$ cat config.mk
export PLATFORM = sky130hd
export DESIGN_NAME = awb_blend
export DESIGN_NICKNAME = d
export VERILOG_FILES = /design/src/sv/awb_pkg.sv /design/src/sv/awb_blend.sv
export SDC_FILE = /design/constraint.sdc
export NUM_CORES = 2
export LEC_CHECK = 0
export ABC_AREA = 1
export BUFFER_PORTS_ARGS = -buffer_cell sky130_fd_sc_hd__buf_2
export CAP_MARGIN = 25
export CORE_MARGIN = 2
export CORE_UTILIZATION = 43
export DETAILED_ROUTE_END_ITERATION = 7
export GPL_TIMING_DRIVEN = 0
export PLACE_DENSITY_LB_ADDON = 0.1
export SYNTH_ARGS = -nofsm -noshare
export SYNTH_HDL_FRONTEND = slang
export SYNTH_SLANG_ARGS = --single-unit
$ cat constraint.sdc
create_clock -name clk -period 17 [get_ports clk]
set_input_delay 4.25 -clock clk [delete_from_list [all_inputs] [get_ports clk]]
set_output_delay 4.25 -clock clk [all_outputs]
set_load 0.03 [all_outputs]
$ cat src/sv/awb_pkg.sv
`timescale 1ns / 1ps
`default_nettype none
package awb_pkg;

	localparam int PROD_W = 40;  // 32b signed coefficient times 8b signed coordinate
	localparam int SUM_W  = 42;  // two products plus offset
	localparam int SX_W   = SUM_W - 8;  // source coordinate, 8 fraction bits
	localparam int W_W    = 17;  // bilinear weight product, up to 65536
	localparam int ACC_W  = 25;

	typedef enum logic [2:0] {
		REG_COEF_XX  = 3'd0,
		REG_COEF_XY  = 3'd1,
		REG_OFFSET_X = 3'd2,
		REG_COEF_YX  = 3'd3,
		REG_COEF_YY  = 3'd4,
		REG_OFFSET_Y = 3'd5,
		REG_SIZE     = 3'd6
	} reg_idx_t;

	typedef struct packed {
		logic signed [31:0] coef_xx;
		logic signed [31:0] coef_xy;
		logic signed [31:0] offset_x;
		logic signed [31:0] coef_yx;
		logic signed [31:0] coef_yy;
		logic signed [31:0] offset_y;
		logic [7:0]         size;  // effective size, already capped
	} cfg_t;

	typedef struct packed {
		logic                   valid;
		logic                   store;
		logic                   ok;  // sample passed the destination range check
		logic [6:0]             row;
		logic [6:0]             col;
		logic [7:0]             pixel;
		logic signed [SX_W-1:0] sx;
		logic signed [SX_W-1:0] sy;
	} map_t;

	typedef struct packed {
		logic       valid;
		logic       in_img;
		logic [7:0] fx;
		logic [7:0] fy;
		logic       x0_par;
		logic       x1_par;
		logic       y0_par;
		logic       y1_par;
	} tap_t;

endpackage
`default_nettype wire

$ cat src/sv/awb_blend.sv
`timescale 1ns / 1ps
`default_nettype none
module awb_blend (
	input  wire logic           clk,
	input  wire logic           arst_n,
	input  wire logic           en,
	input  wire awb_pkg::tap_t  tap,
	input  wire logic [3:0][7:0] bank_data,  // index {y parity, x parity}
	output logic                out_valid,
	output logic [7:0]          out_pixel,
	output logic                out_inside
);
	import awb_pkg::*;

	logic             v_s5, in_s5;
	logic [W_W-1:0]   w00_s5, w10_s5, w01_s5, w11_s5;
	logic [7:0]       p00_s5, p10_s5, p01_s5, p11_s5;
	logic             v_s6, in_s6;
	logic [7:0]       pix_s6;

	logic [8:0]       wx0, wy0, wx1, wy1;
	logic [ACC_W-1:0] acc;

	assign wx0 = 9'd256 - {1'b0, tap.fx};
	assign wy0 = 9'd256 - {1'b0, tap.fy};
	assign wx1 = {1'b0, tap.fx};
	assign wy1 = {1'b0, tap.fy};

	assign acc = ACC_W'(w00_s5 * p00_s5) + ACC_W'(w10_s5 * p10_s5)
		+ ACC_W'(w01_s5 * p01_s5) + ACC_W'(w11_s5 * p11_s5);

	always_ff @(posedge clk or negedge arst_n) begin
		if (!arst_n) begin
			v_s5 <= 1'b0;
			v_s6 <= 1'b0;
		end else if (en) begin
			v_s5 <= tap.valid;
			v_s6 <= v_s5;
		end
	end

	always_ff @(posedge clk) begin
		if (en) begin
			in_s5  <= tap.in_img;
			w00_s5 <= W_W'(wx0 * wy0);
			w10_s5 <= W_W'(wx1 * wy0);
			w01_s5 <= W_W'(wx0 * wy1);
			w11_s5 <= W_W'(wx1 * wy1);
			p00_s5 <= bank_data[{tap.y0_par, tap.x0_par}];
			p10_s5 <= bank_data[{tap.y0_par, tap.x1_par}];
			p01_s5 <= bank_data[{tap.y1_par, tap.x0_par}];
			p11_s5 <= bank_data[{tap.y1_par, tap.x1_par}];

			in_s6  <= in_s5;
			pix_s6 <= in_s5 ? acc[23:16] : 8'd0;
		end
	end

	assign out_valid  = v_s6;
	assign out_pixel  = pix_s6;
	assign out_inside = in_s6;
endmodule
`default_nettype wire

Word-level counts from Yosys, hierarchy flattened
Cells that the tools add are included.
{ "classes": {"mul": 8, "n_mux": 8, "magnitude_cmp": 4, "addsub": 5} }
{ "op_table": {"columns": ["cell", "n"], "rows": [
  ["$mul A17 B8 Y24", 4],
  ["$add A24 B24 Y24", 3],
  ["$bmux W8 S2", 4],
  ["$mux W8", 4],
  ["$sub A9 B8 Y9 const A", 2],
  ["$mul A8 B9 Y17", 1],
  ["$mul A9 B8 Y17", 1],
  ["$mul A9 B9 Y17", 1],
  ["$mul A8 B8 Y16", 1],
  ["$lt A2 B3 Y1 const B", 4]
]} }
{ "totals": {"reg_bits": 112, "word_cells": 38, "output_inout_bits": 10, "input_bits": 57} }

Longest topological paths before layout
{ "logic_depth": {"ltp_word": 4, "depth_mapped": 30, "ltp_nobuf": 28} }

Least setup slack after synthesis
Ideal clock, no wire load.
{ "synth_timing": {"path_type": "input to register", "from": "input tap[12] (netlist bit)", "to": "register w00_s5[14] (data pin)", "setup_time_ns": 0.262, "cell_stages": 22, "path_slack_ns": 7.816, "required_ns": 16.738, "n_path_buf": 2, "t_arrival_ns": 8.921, "cell_sequence": "clkbuf_1 -> clkinv_1 -> ha_1 -> nand4_2 -> nor2_1 -> nand2_1 -> nand2_1 -> inv_1 -> buf_2 -> nand2_1 -> fa_1 -> fa_1 -> fa_1 -> fa_1 -> inv_1 -> ha_1 -> nand2_1 -> o21ai_2 -> a21oi_1 -> o21ai_0 -> a21oi_1 -> xor2_1"} }
{ "synth_between": {"elab_chain_cells": 2} }
{ "synth_rtl": {"columns": ["element", "line_no", "source"], "rows": [
  ["start: declaration", "awb_blend.sv:7", "input wire awb_pkg::tap_t tap,"],
  ["$sub A9 B8 Y9", "awb_blend.sv:24", "assign wx0 = 9'd256 - {1'b0, tap.fx};"],
  ["$mul A9 B9 Y17", "awb_blend.sv:45", "w00_s5 <= W_W'(wx0 * wy0);"],
  ["end signal: assignment", "awb_blend.sv:45", null],
  ["end: declaration", "awb_blend.sv:16", "logic [W_W-1:0] w00_s5, w10_s5, w01_s5, w11_s5;"]
]} }
Every way passes these cells.
A chain may end at the register's enable or synchronous reset.

Worst setup path after layout
Ends and elaborated chain as after synthesis.

==> metrics <==
status=finished clean; CP peak stage delay=0.59 ns; initial antenna violation count=0; Yosys Warn Count=0; critical path class=input port to flop; Via density=4.789; CTS Buf Count=9; layout cells sized above 1=3.182%; Final Critical Period=10.14 ns; number of pins with negative max-slew slack in the final report=0; Final setup violation count=0; via count=23010; RSZ-0062 raised after global routing=false; CTS Root Cell=clkbuf_16; max-cap viol count=0; most common cell in the netlist=inv_1; WL final=85.67 mm; Yosys top cell by area=fa_1; Top FF cell, synth=edfxtp_1; hold_ws=0.5160 ns; Worst-path clk slew=0.08 ns; fmax=0.09863 GHz; Mapped Nets=4753; P&R area growth vs syn=5.959%; depth of the CTS H-tree=3; die footprint=73440 sq um; CP Cell Sequence=buf_2, clkbuf_1, clkinv_1, ha_1, nand4_2, nor2_1, nand2_1, nand2_1, inv_1, buf_2, nand2_1, fa_1, fa_1, fa_1, fa_1, inv_1, ha_1, nand2_1, o21ai_2, a21oi_1, o21ai_0, a21oi_1, xor2_1; worst rel slew slack=31.78%; CP Data Arrival Time=10.27 ns; Final Skew=0.02425 ns; setup bufs post-CTS=0; DRC=0; worst path required time=17.13 ns; Async S/R FF share, synth=1.852%; first-pass GRT wire length=135.9 mm; Post-Syn Instances=3786; Die W=271.0 um; Synth top cells by count=1132 x inv_1, 968 x nand2_1, 640 x fa_1; post-route ant nets=0; initial DRC count=1462; 1st-pass router iterations=5; Antenna Cells=0; slowest CP cell=fa_1; final hold viol count=0; wire per inst=17.83 um; post-DP HPWL=74.32 mm; crit path max fanout=10; largest net degree at the start of global routing=58; mean area per synthesized cell=8.096 sq um; Yosys cell types=38; clock buffer depth=2; Tot GR Track Use=24.38%; Worst Setup Start Kind=input port; Die Y-Extent=271.0 um; area of the core=70270 sq um; Resize count post-CTS=0; final period utilization=59.64%; IO Count=67; Worst-Skew Late Latency=0.38 ns; vias in the first global route=24080; post-synthesis sequential area ratio=10.55%; nets=4827; Post-synth EDFFs=106; CTS tree=built; Placer Congestion=0.9234; total gr overflow=0; worst min path class=flop to flop; mapped cell area=30650 sq um; top post-synthesis cells by area=fa_1 42%, inv_1 14%, nand2_1 12%; port bufs=60; Std-Cell Rows=97; hold buffers post-CTS=0; Initial Util=43.62%; CP endpoint kind=flop; actual slew at the worst max-slew pin=1.023 ns; post-synth top area share=41.80%; clk sink count=108; synthesized flop and latch total=108; Final TNS setup=0 ns
path summary, 6_finish.rpt:
path | startpoint | end | slack [ns] | cells past startpoint
max | tap[12] | w00_s5[14] | 6.86 | 23
min in group asynchronous | arst_n | v_s5 | 3.64 | 1
min reg2reg | v_s5 | out_valid | 0.52 | 2
max in group asynchronous | arst_n | out_valid | 13.27 | 1
max reg2reg | p01_s5[1] | out_pixel[4] | 9.33 | 24
min | v_s5 | out_valid | 0.52 | 2
metal layers:
layer / share of wire (%) / global-route usage [%]
met1: 41 / 31.26
met2: 52 / 44.25
met3: 3.8 / 1.482
met4: 3.1 / 7.037
met5: 0 / 0
logic make-up after synthesis:
family	count (synthesis)	synth area share, %
adders and majority gates	910	52.82
and+or+nand+nor	1189	15.11
AOI/OAI and AO/OA	196	3.388
buffers and inverters	1318	16.28
xor gates and xnor gates	65	1.857
DFF	108	10.55
layout make-up:
| class | instances | area, sq um |
|---|---|---|
| Clock inverter | 7 | 80.08 |
| Sequential cell | 108 | 3233 |
| Timing Repair Buffer | 63 | 345.3 |
| Inverter | 1142 | 4289 |
| Clock buffer | 9 | 225.2 |
| Multi-Input combinational cell | 2360 | 22430 |
| Tap cell | 940 | 1176 |
| Buffer | 176 | 700.7 |
| Fill cell | 7182 | 37790 |
registers in the layout (all words and copies together), names as in the netlist:
register / cells
v_s5: 1
p10_s5: 8
out_valid: 1
out_inside: 1
p11_s5: 8
p01_s5: 8
w00_s5: 17
w11_s5: 15
in_s5: 1
p00_s5: 8
out_pixel: 8
w10_s5: 16
w01_s5: 16
worst max-delay path: cells and delay by family:
kind / cells / cell delay (ns)
and+or+nand+nor: 6 / 0.77
buffers and inverters: 6 / 1.59
adders and majority gates: 6 / 2.76
AOI/OAI and AO/OA: 4 / 0.73
xor gates and xnor gates: 1 / 0.16
cells in the final DEF (no fill, tap or decap), drive strengths merged:
cell and count:
clkinvlp 1, buf 83, a21oi 71, edfxtp 106, fa 640, a31oi 1, a21o 6, nor2 145
o2111ai 3, clkinv 6, nand4 11, o21bai 3, or2 2, a21boi 1, o21ai 106, clkbuf 165
ha 270, nor4 1, nand3 43, nor3 15, dfrtp 2, xor2 38, o31ai 5, xnor2 27
inv 1142, nand2 972
stage by stage:
stage / cells / setup WS [ns] / instance area [sq um] / util [%]
final: 4805 / 6.861 / 32480 / 46.22
after global routing: 4805 / 6.465 / 32480 / 46.22
after CTS: 4805 / 6.902 / 32480 / 46.22
after detailed placement: 4789 / 6.500 / 32170 / 45.79
after global placement: 4786 / 5.939 / 32130 / 45.72
after floorplan: 3786 / 7.816 / 30650 / -
Power is not shown: default switching activity piles up to over one toggle a cycle in this logic, so the estimate is an artifact.
