===== src/sv/awb_pkg.sv =====
`timescale 1ns / 1ps
`default_nettype none
package awb_pkg;

	localparam int PROD_W = 40;  // 32b signed coefficient times 8b signed coordinate
	localparam int SUM_W  = 42;  // two products plus offset
	localparam int SX_W   = SUM_W - 8;  // source coordinate, 8 fraction bits
	localparam int W_W    = 17;  // bilinear weight product, up to 65536
	localparam int ACC_W  = 25;

	typedef enum logic [2:0] {
		REG_COEF_XX  = 3'd0,
		REG_COEF_XY  = 3'd1,
		REG_OFFSET_X = 3'd2,
		REG_COEF_YX  = 3'd3,
		REG_COEF_YY  = 3'd4,
		REG_OFFSET_Y = 3'd5,
		REG_SIZE     = 3'd6
	} reg_idx_t;

	typedef struct packed {
		logic signed [31:0] coef_xx;
		logic signed [31:0] coef_xy;
		logic signed [31:0] offset_x;
		logic signed [31:0] coef_yx;
		logic signed [31:0] coef_yy;
		logic signed [31:0] offset_y;
		logic [7:0]         size;  // effective size, already capped
	} cfg_t;

	typedef struct packed {
		logic                   valid;
		logic                   store;
		logic                   ok;  // sample passed the destination range check
		logic [6:0]             row;
		logic [6:0]             col;
		logic [7:0]             pixel;
		logic signed [SX_W-1:0] sx;
		logic signed [SX_W-1:0] sy;
	} map_t;

	typedef struct packed {
		logic       valid;
		logic       in_img;
		logic [7:0] fx;
		logic [7:0] fy;
		logic       x0_par;
		logic       x1_par;
		logic       y0_par;
		logic       y1_par;
	} tap_t;

endpackage
`default_nettype wire


===== src/sv/awb_map.sv =====
`timescale 1ns / 1ps
`default_nettype none
module awb_map (
	input  wire logic         clk,
	input  wire logic         arst_n,
	input  wire logic         en,
	input  wire awb_pkg::cfg_t cfg,
	input  wire logic         in_valid,
	input  wire logic         in_cmd,
	input  wire logic [6:0]   in_row,
	input  wire logic [6:0]   in_col,
	input  wire logic [7:0]   in_pixel,
	output awb_pkg::map_t     map
);
	import awb_pkg::*;

	// stage 1: products
	logic                    v_s1, store_s1, ok_s1;
	logic [6:0]              row_s1, col_s1;
	logic [7:0]              pix_s1;
	logic signed [PROD_W-1:0] pxc_s1, pxr_s1, pyc_s1, pyr_s1;
	// stage 2: sums
	logic                    v_s2, store_s2, ok_s2;
	logic [6:0]              row_s2, col_s2;
	logic [7:0]              pix_s2;
	logic signed [SUM_W-1:0] sumx_s2, sumy_s2;
	// stage 3: truncated source position
	logic                    v_s3, store_s3, ok_s3;
	logic [6:0]              row_s3, col_s3;
	logic [7:0]              pix_s3;
	logic signed [SX_W-1:0]  sx_s3, sy_s3;

	logic signed [7:0]       col_sg, row_sg;
	logic signed [PROD_W-1:0] pxc, pxr, pyc, pyr;
	logic                    ok_in;
	logic signed [SUM_W-1:0] bx, by;

	assign col_sg = $signed({1'b0, in_col});
	assign row_sg = $signed({1'b0, in_row});
	assign pxc = cfg.coef_xx * col_sg;
	assign pxr = cfg.coef_xy * row_sg;
	assign pyc = cfg.coef_yx * col_sg;
	assign pyr = cfg.coef_yy * row_sg;
	assign ok_in = (cfg.size != 8'd0) && ({1'b0, in_row} < cfg.size)
		&& ({1'b0, in_col} < cfg.size);

	// divide by 256 toward zero: bias negatives by 255 before the shift
	assign bx = sumx_s2 + (sumx_s2[SUM_W-1] ? SUM_W'(255) : SUM_W'(0));
	assign by = sumy_s2 + (sumy_s2[SUM_W-1] ? SUM_W'(255) : SUM_W'(0));

	always_ff @(posedge clk or negedge arst_n) begin
		if (!arst_n) begin
			v_s1 <= 1'b0;
			v_s2 <= 1'b0;
			v_s3 <= 1'b0;
		end else if (en) begin
			v_s1 <= in_valid;
			v_s2 <= v_s1;
			v_s3 <= v_s2;
		end
	end

	always_ff @(posedge clk) begin
		if (en) begin
			store_s1 <= !in_cmd;
			ok_s1    <= ok_in;
			row_s1   <= in_row;
			col_s1   <= in_col;
			pix_s1   <= in_pixel;
			pxc_s1   <= pxc;
			pxr_s1   <= pxr;
			pyc_s1   <= pyc;
			pyr_s1   <= pyr;

			store_s2 <= store_s1;
			ok_s2    <= ok_s1;
			row_s2   <= row_s1;
			col_s2   <= col_s1;
			pix_s2   <= pix_s1;
			sumx_s2  <= SUM_W'(pxc_s1) + SUM_W'(pxr_s1) + SUM_W'(cfg.offset_x);
			sumy_s2  <= SUM_W'(pyc_s1) + SUM_W'(pyr_s1) + SUM_W'(cfg.offset_y);

			store_s3 <= store_s2;
			ok_s3    <= ok_s2;
			row_s3   <= row_s2;
			col_s3   <= col_s2;
			pix_s3   <= pix_s2;
			sx_s3    <= bx[SUM_W-1:8];
			sy_s3    <= by[SUM_W-1:8];
		end
	end

	always_comb begin
		map.valid = v_s3;
		map.store = store_s3;
		map.ok    = ok_s3;
		map.row   = row_s3;
		map.col   = col_s3;
		map.pixel = pix_s3;
		map.sx    = sx_s3;
		map.sy    = sy_s3;
	end
endmodule
`default_nettype wire


===== config.mk =====
export PLATFORM = sky130hd
export DESIGN_NAME = awb_map
export DESIGN_NICKNAME = d
export VERILOG_FILES = /design/src/sv/awb_pkg.sv /design/src/sv/awb_map.sv
export SDC_FILE = /design/constraint.sdc
export NUM_CORES = 2
export LEC_CHECK = 0
export BUFFER_PORTS_ARGS = -buffer_cell sky130_fd_sc_hd__buf_2
export CAP_MARGIN = 20
export CORE_MARGIN = 2
export CORE_UTILIZATION = 50
export DETAILED_ROUTE_END_ITERATION = 8
export PLACE_DENSITY = 0.68
export SLEW_MARGIN = 0
export SYNTH_ARGS = -nofsm -noshare
export SYNTH_HDL_FRONTEND = slang
export SYNTH_SLANG_ARGS = --single-unit

===== constraint.sdc =====
create_clock -name clk -period 10.7 [get_ports clk]
set_input_delay 0.535 -clock clk [delete_from_list [all_inputs] [get_ports clk]]
set_output_delay 0.535 -clock clk [all_outputs]
set_load 0.05 [all_outputs]

* After elaboration in Yosys (flattened, before gate mapping)
Cells that the tools add are included.
** Word-level totals
- Flip-flop bits (word level) :: 387
- Input port bits :: 227
- Output and inout bits :: 93
- Logic and storage cells :: 44
** Cells by class
- $add $sub $neg :: 6
- Multiply operators :: 4
- Order comparisons :: 2
- Mux-type cells :: 2
- Reduce and logical (&&, ||, !) cells :: 4
** Operators by type and width (number)
- $mul 32x8->40 :: 4
- $add 41x32->42 :: 2
- $add 42x9->42 :: 2
- $add 40x40->41 :: 2
- $lt 7x8->1 :: 2
- $mux 8 :: 2
- $reduce_bool 8->1 :: 1
- $logic_and 1x1->1 :: 2
- $logic_not 1->1 :: 1

* Longest topological paths before layout
- Word-level depth :: 3
- Gate-level depth with buffers :: 22
- Gate-level depth less buffers :: 20

* Worst setup path after synthesis
Ideal clock, no wire load.
- Path kind :: in2reg
- From :: input port in_row[3]
- To :: register pyr_s1[37], data pin
- Library setup time :: 0.150 ns
- Arrival time :: 5.699 ns
- Data required time :: 10.550 ns
- Setup slack :: 4.851 ns
- Cell stages on the path :: 20
- Path buffers :: 2
- Cell sequence :: clkbuf_1 > clkbuf_1 > and2_1 > fa_1 > fa_1 > fa_1 > inv_1 > fa_1 > inv_1 > ha_1 > a21o_1 > a21o_1 > a221o_1 > a221o_1 > a21o_1 > a31oi_4 > o211ai_2 > a31o_1 > or4_4 > o211ai_2
** Between the ends
- Longest elaborated chain between the ends :: 1
** Ends and longest elaborated chain
- start, declared :: line awb_map.sv:10 : input wire logic [6:0] in_row,
- $mul 32x8->40 :: line awb_map.sv:43 : assign pyr = cfg.coef_yy * row_sg;
- net pyr[37] :: line awb_map.sv:34 : logic signed [PROD_W-1:0] pxc, pxr, pyc, pyr;
- end signal, assigned :: line awb_map.sv:73 : pyr_s1 <= pyr;
- end, declared :: line awb_map.sv:21 : logic signed [PROD_W-1:0] pxc_s1, pxr_s1, pyc_s1, pyr_s1;
The timed path passes the listed nets, and every way through them passes these cells.
A chain may end at the register's enable or synchronous reset.

* Worst setup path after layout
Same ends and word-level chain as after synthesis.

==> impl_results.rst <==
.. list-table::
   :header-rows: 1

   * - Metric
     - Value
   * - Outcome
     - complete, no violations
   * - Library cells used by synthesis
     - 82
   * - Number of gates given a new drive strength after cts
     - 0
   * - DRC violations left
     - 0
   * - Maximum capacitance violations
     - 0
   * - Mean Syn Cell Area
     - 10.2 sq um
   * - Tmin final
     - 6.00 ns
   * - Largest net degree at the start of global routing
     - approximately 140
   * - Max-slew violation count
     - 0
   * - Buffer type at the clock tree root
     - sky130_fd_sc_hd__clkbuf_16
   * - Unrepaired setup endpoints after global routing
     - false
   * - Initial antenna violation count
     - 30
   * - Maximum operating frequency
     - ~170 MHz
   * - Total vias in the final route
     - 35600
   * - Final-layout fill cell count
     - about 9000
   * - Wire length of the first global-routing pass
     - approximately 200000 microns
   * - Port Buffers
     - 319
   * - GRT Total Usage
     - 24.2%
   * - Crit path launch type
     - input port
   * - Routed len/inst
     - 18.5 microns
   * - Number of flops mapped to enable cells by yosys
     - 384
   * - Combined area of the multi-input logic cells
     - 0.0354 sq mm
   * - Final setup violation count
     - 0
   * - Cell area power density
     - 307 mW/mm^2
   * - Summed instance area of the synthesized netlist
     - 0.0509 sq mm
   * - Number of clock buffers inserted by TritonCTS
     - 48
   * - Core Area
     - 0.101 sq mm
   * - Maximum vdd drop
     - 0.225 mV
   * - Fraction of the cycle the final worst path needs
     - 56.0%
   * - Gp weighted congestion
     - a little over 0.9
   * - Synth Net Count
     - 6397
   * - Min-delay worst type
     - input port to flop
   * - Slowest cell delay on critical path
     - 0.60 ns
   * - Initial Utilization
     - 50.2%
   * - Die width
     - 323 microns
   * - Final instance count without filler cells
     - 6668
   * - Sink Count
     - 387
   * - CTS tree
     - built
   * - Worst Setup Path Type
     - input port to flop
   * - Count of yosys warnings during synthesis
     - 0
   * - Final wirelength
     - ~120000 microns
   * - Area overhead of the layout relative to synthesis
     - 8.94%
   * - Level count of the clock H-tree
     - 2
   * - Average vias per placed instance
     - between 5 and 6
   * - Number of buffers between clock root and the deepest sink
     - 3
   * - Capturing element type of the critical path
     - flop
   * - Nets
     - 6646
   * - Remaining max-slew budget at the tightest pin
     - 29.1%
   * - Number of register bits inferred by synthesis
     - around 390
   * - Primary FF master, synth
     - sky130_fd_sc_hd__edfxtp_1
   * - Maximum fanout along the worst path
     - 62
   * - Cell Count Post-Placement
     - about 6600
   * - Post-detail-place hpwl
     - approximately 98000 microns
   * - Vias in the first global route
     - 36700
   * - Fraction of the yosys area taken by sequential cells
     - 22.8%
   * - Static leakage
     - 26.4 nW
   * - Remaining antenna violation count
     - 0
   * - Die Height
     - ~320 microns
   * - Die area
     - 0.104 sq mm
   * - List of most frequent post-synthesis cells
     - sky130_fd_sc_hd__inv_1 (885), sky130_fd_sc_hd__and2_1 (829), sky130_fd_sc_hd__fa_1 (746), sky130_fd_sc_hd__ha_1 (430), sky130_fd_sc_hd__edfxtp_1 (384)
   * - Cell types with the largest area share after synthesis
     - sky130_fd_sc_hd__fa_1 (29%), sky130_fd_sc_hd__edfxtp_1 (23%), sky130_fd_sc_hd__ha_1 (11%)
   * - Required @ worst endpoint
     - 11.18 ns
   * - Slew at the pin with the worst max-slew slack
     - roughly 1.1 ns
   * - Post-synthesis instance total
     - 4994
   * - Detailed-routing iteration count for the pre-antenna-repair pass
     - 7
   * - Congestion Overflow GR
     - 0
   * - Setup slack, reg-to-reg
     - 6.26 ns
   * - FFs w/ async S/R, synth
     - 0.775%
   * - Number of DRC markers in iteration 0
     - around 2100
   * - Slowest stage cell on the critical path
     - sky130_fd_sc_hd__buf_4
   * - Maximum clock skew at final layout
     - between 0.04 and 0.05 ns
   * - Number of ports placed on the die boundary
     - 320
   * - Final hold violations
     - 0
   * - Accumulated negative setup slack
     - 0 ns
   * - Synth top area share
     - between 20 and 30%
   * - Layout cell share with drive strength beyond 1
     - 8.37%
   * - Clock-pin slew on the worst setup and hold paths
     - 0.06 ns
   * - Yosys top cell by area
     - sky130_fd_sc_hd__fa_1
   * - Later-pin clock latency in the skew report
     - 0.63 ns
   * - Worst hold margin
     - 0.0859 ns
   * - CP cell instances
     - buf_2, buf_4, and2_1, fa_1, fa_1, fa_1, inv_1, fa_1, inv_1, ha_1, a21o_1, a21o_1, a221o_1, a221o_1, a21o_1, a31oi_4, o211ai_2, a31o_1, or4_4, o211ai_2
   * - Sequential cell area
     - 0.0116 sq mm
   * - Worst path most repeated cell
     - sky130_fd_sc_hd__fa_1
   * - Signal arrival time at the worst endpoint
     - 6.47 ns
   * - Most common cell in the synthesized netlist
     - sky130_fd_sc_hd__inv_1
   * - Std cell rows
     - between 100 and 150
[report_power, final]
group	leakage (nW)	total (mW)	internal, mW	switching (mW)
sequential	3.79	3.49	2.99	0.501
clock	0.748	1.61	0.918	0.695
combinational	21.8	11.9	4.92	7.01
[area by class of cell]
cell class | count | area share, %
well taps | 1368 | 3.09
inverters | 886 | 6.00
diodes | 18 | 0.0812
multi-input cells | 3582 | 63.9
flip-flops and latches | 387 | 20.9
repair buffers | 338 | 3.18
clock buffers | 51 | 2.23
clock inverters | 38 | 0.596
[critical path, delay by kind of cell]
kind / cells / cell delay, ns
AOI/OAI and AO/OA: 9 / 2.02
and+or+nand+nor: 2 / 0.74
adders and majority gates: 5 / 2.26
buffers and inverters: 4 / 0.88
[path summary, 6_finish.rpt]
kind / startpoint / end / depth (start not counted)
min in group asynchronous: arst_n / v_s2 / 2
worst max-delay path: in_row[3] / pyr_s1[37] / 20
worst min register to register: col_s2[5] / col_s3[5] / 0
worst max register to register: pyr_s1[1] / sumy_s2[41] / 14
max in group asynchronous: arst_n / v_s1 / 2
worst min-delay path: in_pixel[7] / pix_s1[7] / 1
[per-layer routing]
layer,wire length (microns),global-route usage [%]
met4,3420,6.83
met2,61900,42.2
met5,61,0
met1,51200,31.8
met3,6760,3.06
[stage by stage]
stage	utilization (%)	power [mW]	instance area [sq um]	setup WS, ns
global placement	53.1	15.2	53800	4.20
floorplan	-	12.3	50900	4.85
detailed placement	53.1	15.3	53800	4.10
CTS	54.7	17.1	55400	4.77
global route	54.7	18.7	55400	4.51
finish	54.7	17.0	55400	4.70
[kinds of logic (layout without fill, tap and decap cells)]
| kind of cell | after synthesis | count (layout) | share of synthesized area, % |
|---|---|---|---|
| AOI/OAI and AO/OA | 679 | 679 | 8.62 |
| xor gates and xnor gates | 284 | 284 | 4.89 |
| adders and majority gates | 1176 | 1176 | 39.9 |
| buffers and inverters | 1025 | 1313 | 7.58 |
| DFF | 387 | 387 | 22.8 |
| muxes | 5 | 5 | 0.106 |
| other | 0 | 18 | 0 |
| and+or+nand+nor | 1438 | 1438 | 16.1 |
[cell usage in the layout, fill, tap and decap left out, types with 80 or more instances in the layout]
| cell | netlist | final |
|---|---|---|
| sky130_fd_sc_hd__a21oi_1 | 211 | 211 |
| sky130_fd_sc_hd__nor2_1 | 101 | 101 |
| sky130_fd_sc_hd__xor2_1 | 80 | 80 |
| sky130_fd_sc_hd__xnor2_1 | 204 | 204 |
| sky130_fd_sc_hd__a21o_1 | 125 | 125 |
| sky130_fd_sc_hd__o21ai_0 | 113 | 113 |
| sky130_fd_sc_hd__fa_1 | 746 | 746 |
| sky130_fd_sc_hd__nand2_1 | 207 | 207 |
| sky130_fd_sc_hd__and2_1 | 829 | 829 |
| sky130_fd_sc_hd__ha_1 | 430 | 430 |
| sky130_fd_sc_hd__buf_2 | 0 | 318 |
| sky130_fd_sc_hd__edfxtp_1 | 384 | 384 |
| sky130_fd_sc_hd__inv_1 | 885 | 885 |
[flip-flops by register name (all words and copies together), names as in the netlist, 34 cells and up]
register,flops
pxc_s1,40
pxr_s1,40
pyc_s1,40
pyr_s1,40
sumx_s2,42
sumy_s2,42
sx_s3,34
sy_s3,34
[what timing repair did]
action,in CTS,in global routing
setup buffers,0,0
hold buffers,1,0
hold endpoints to repair,3,0
Power figures use the tool's default switching activity.
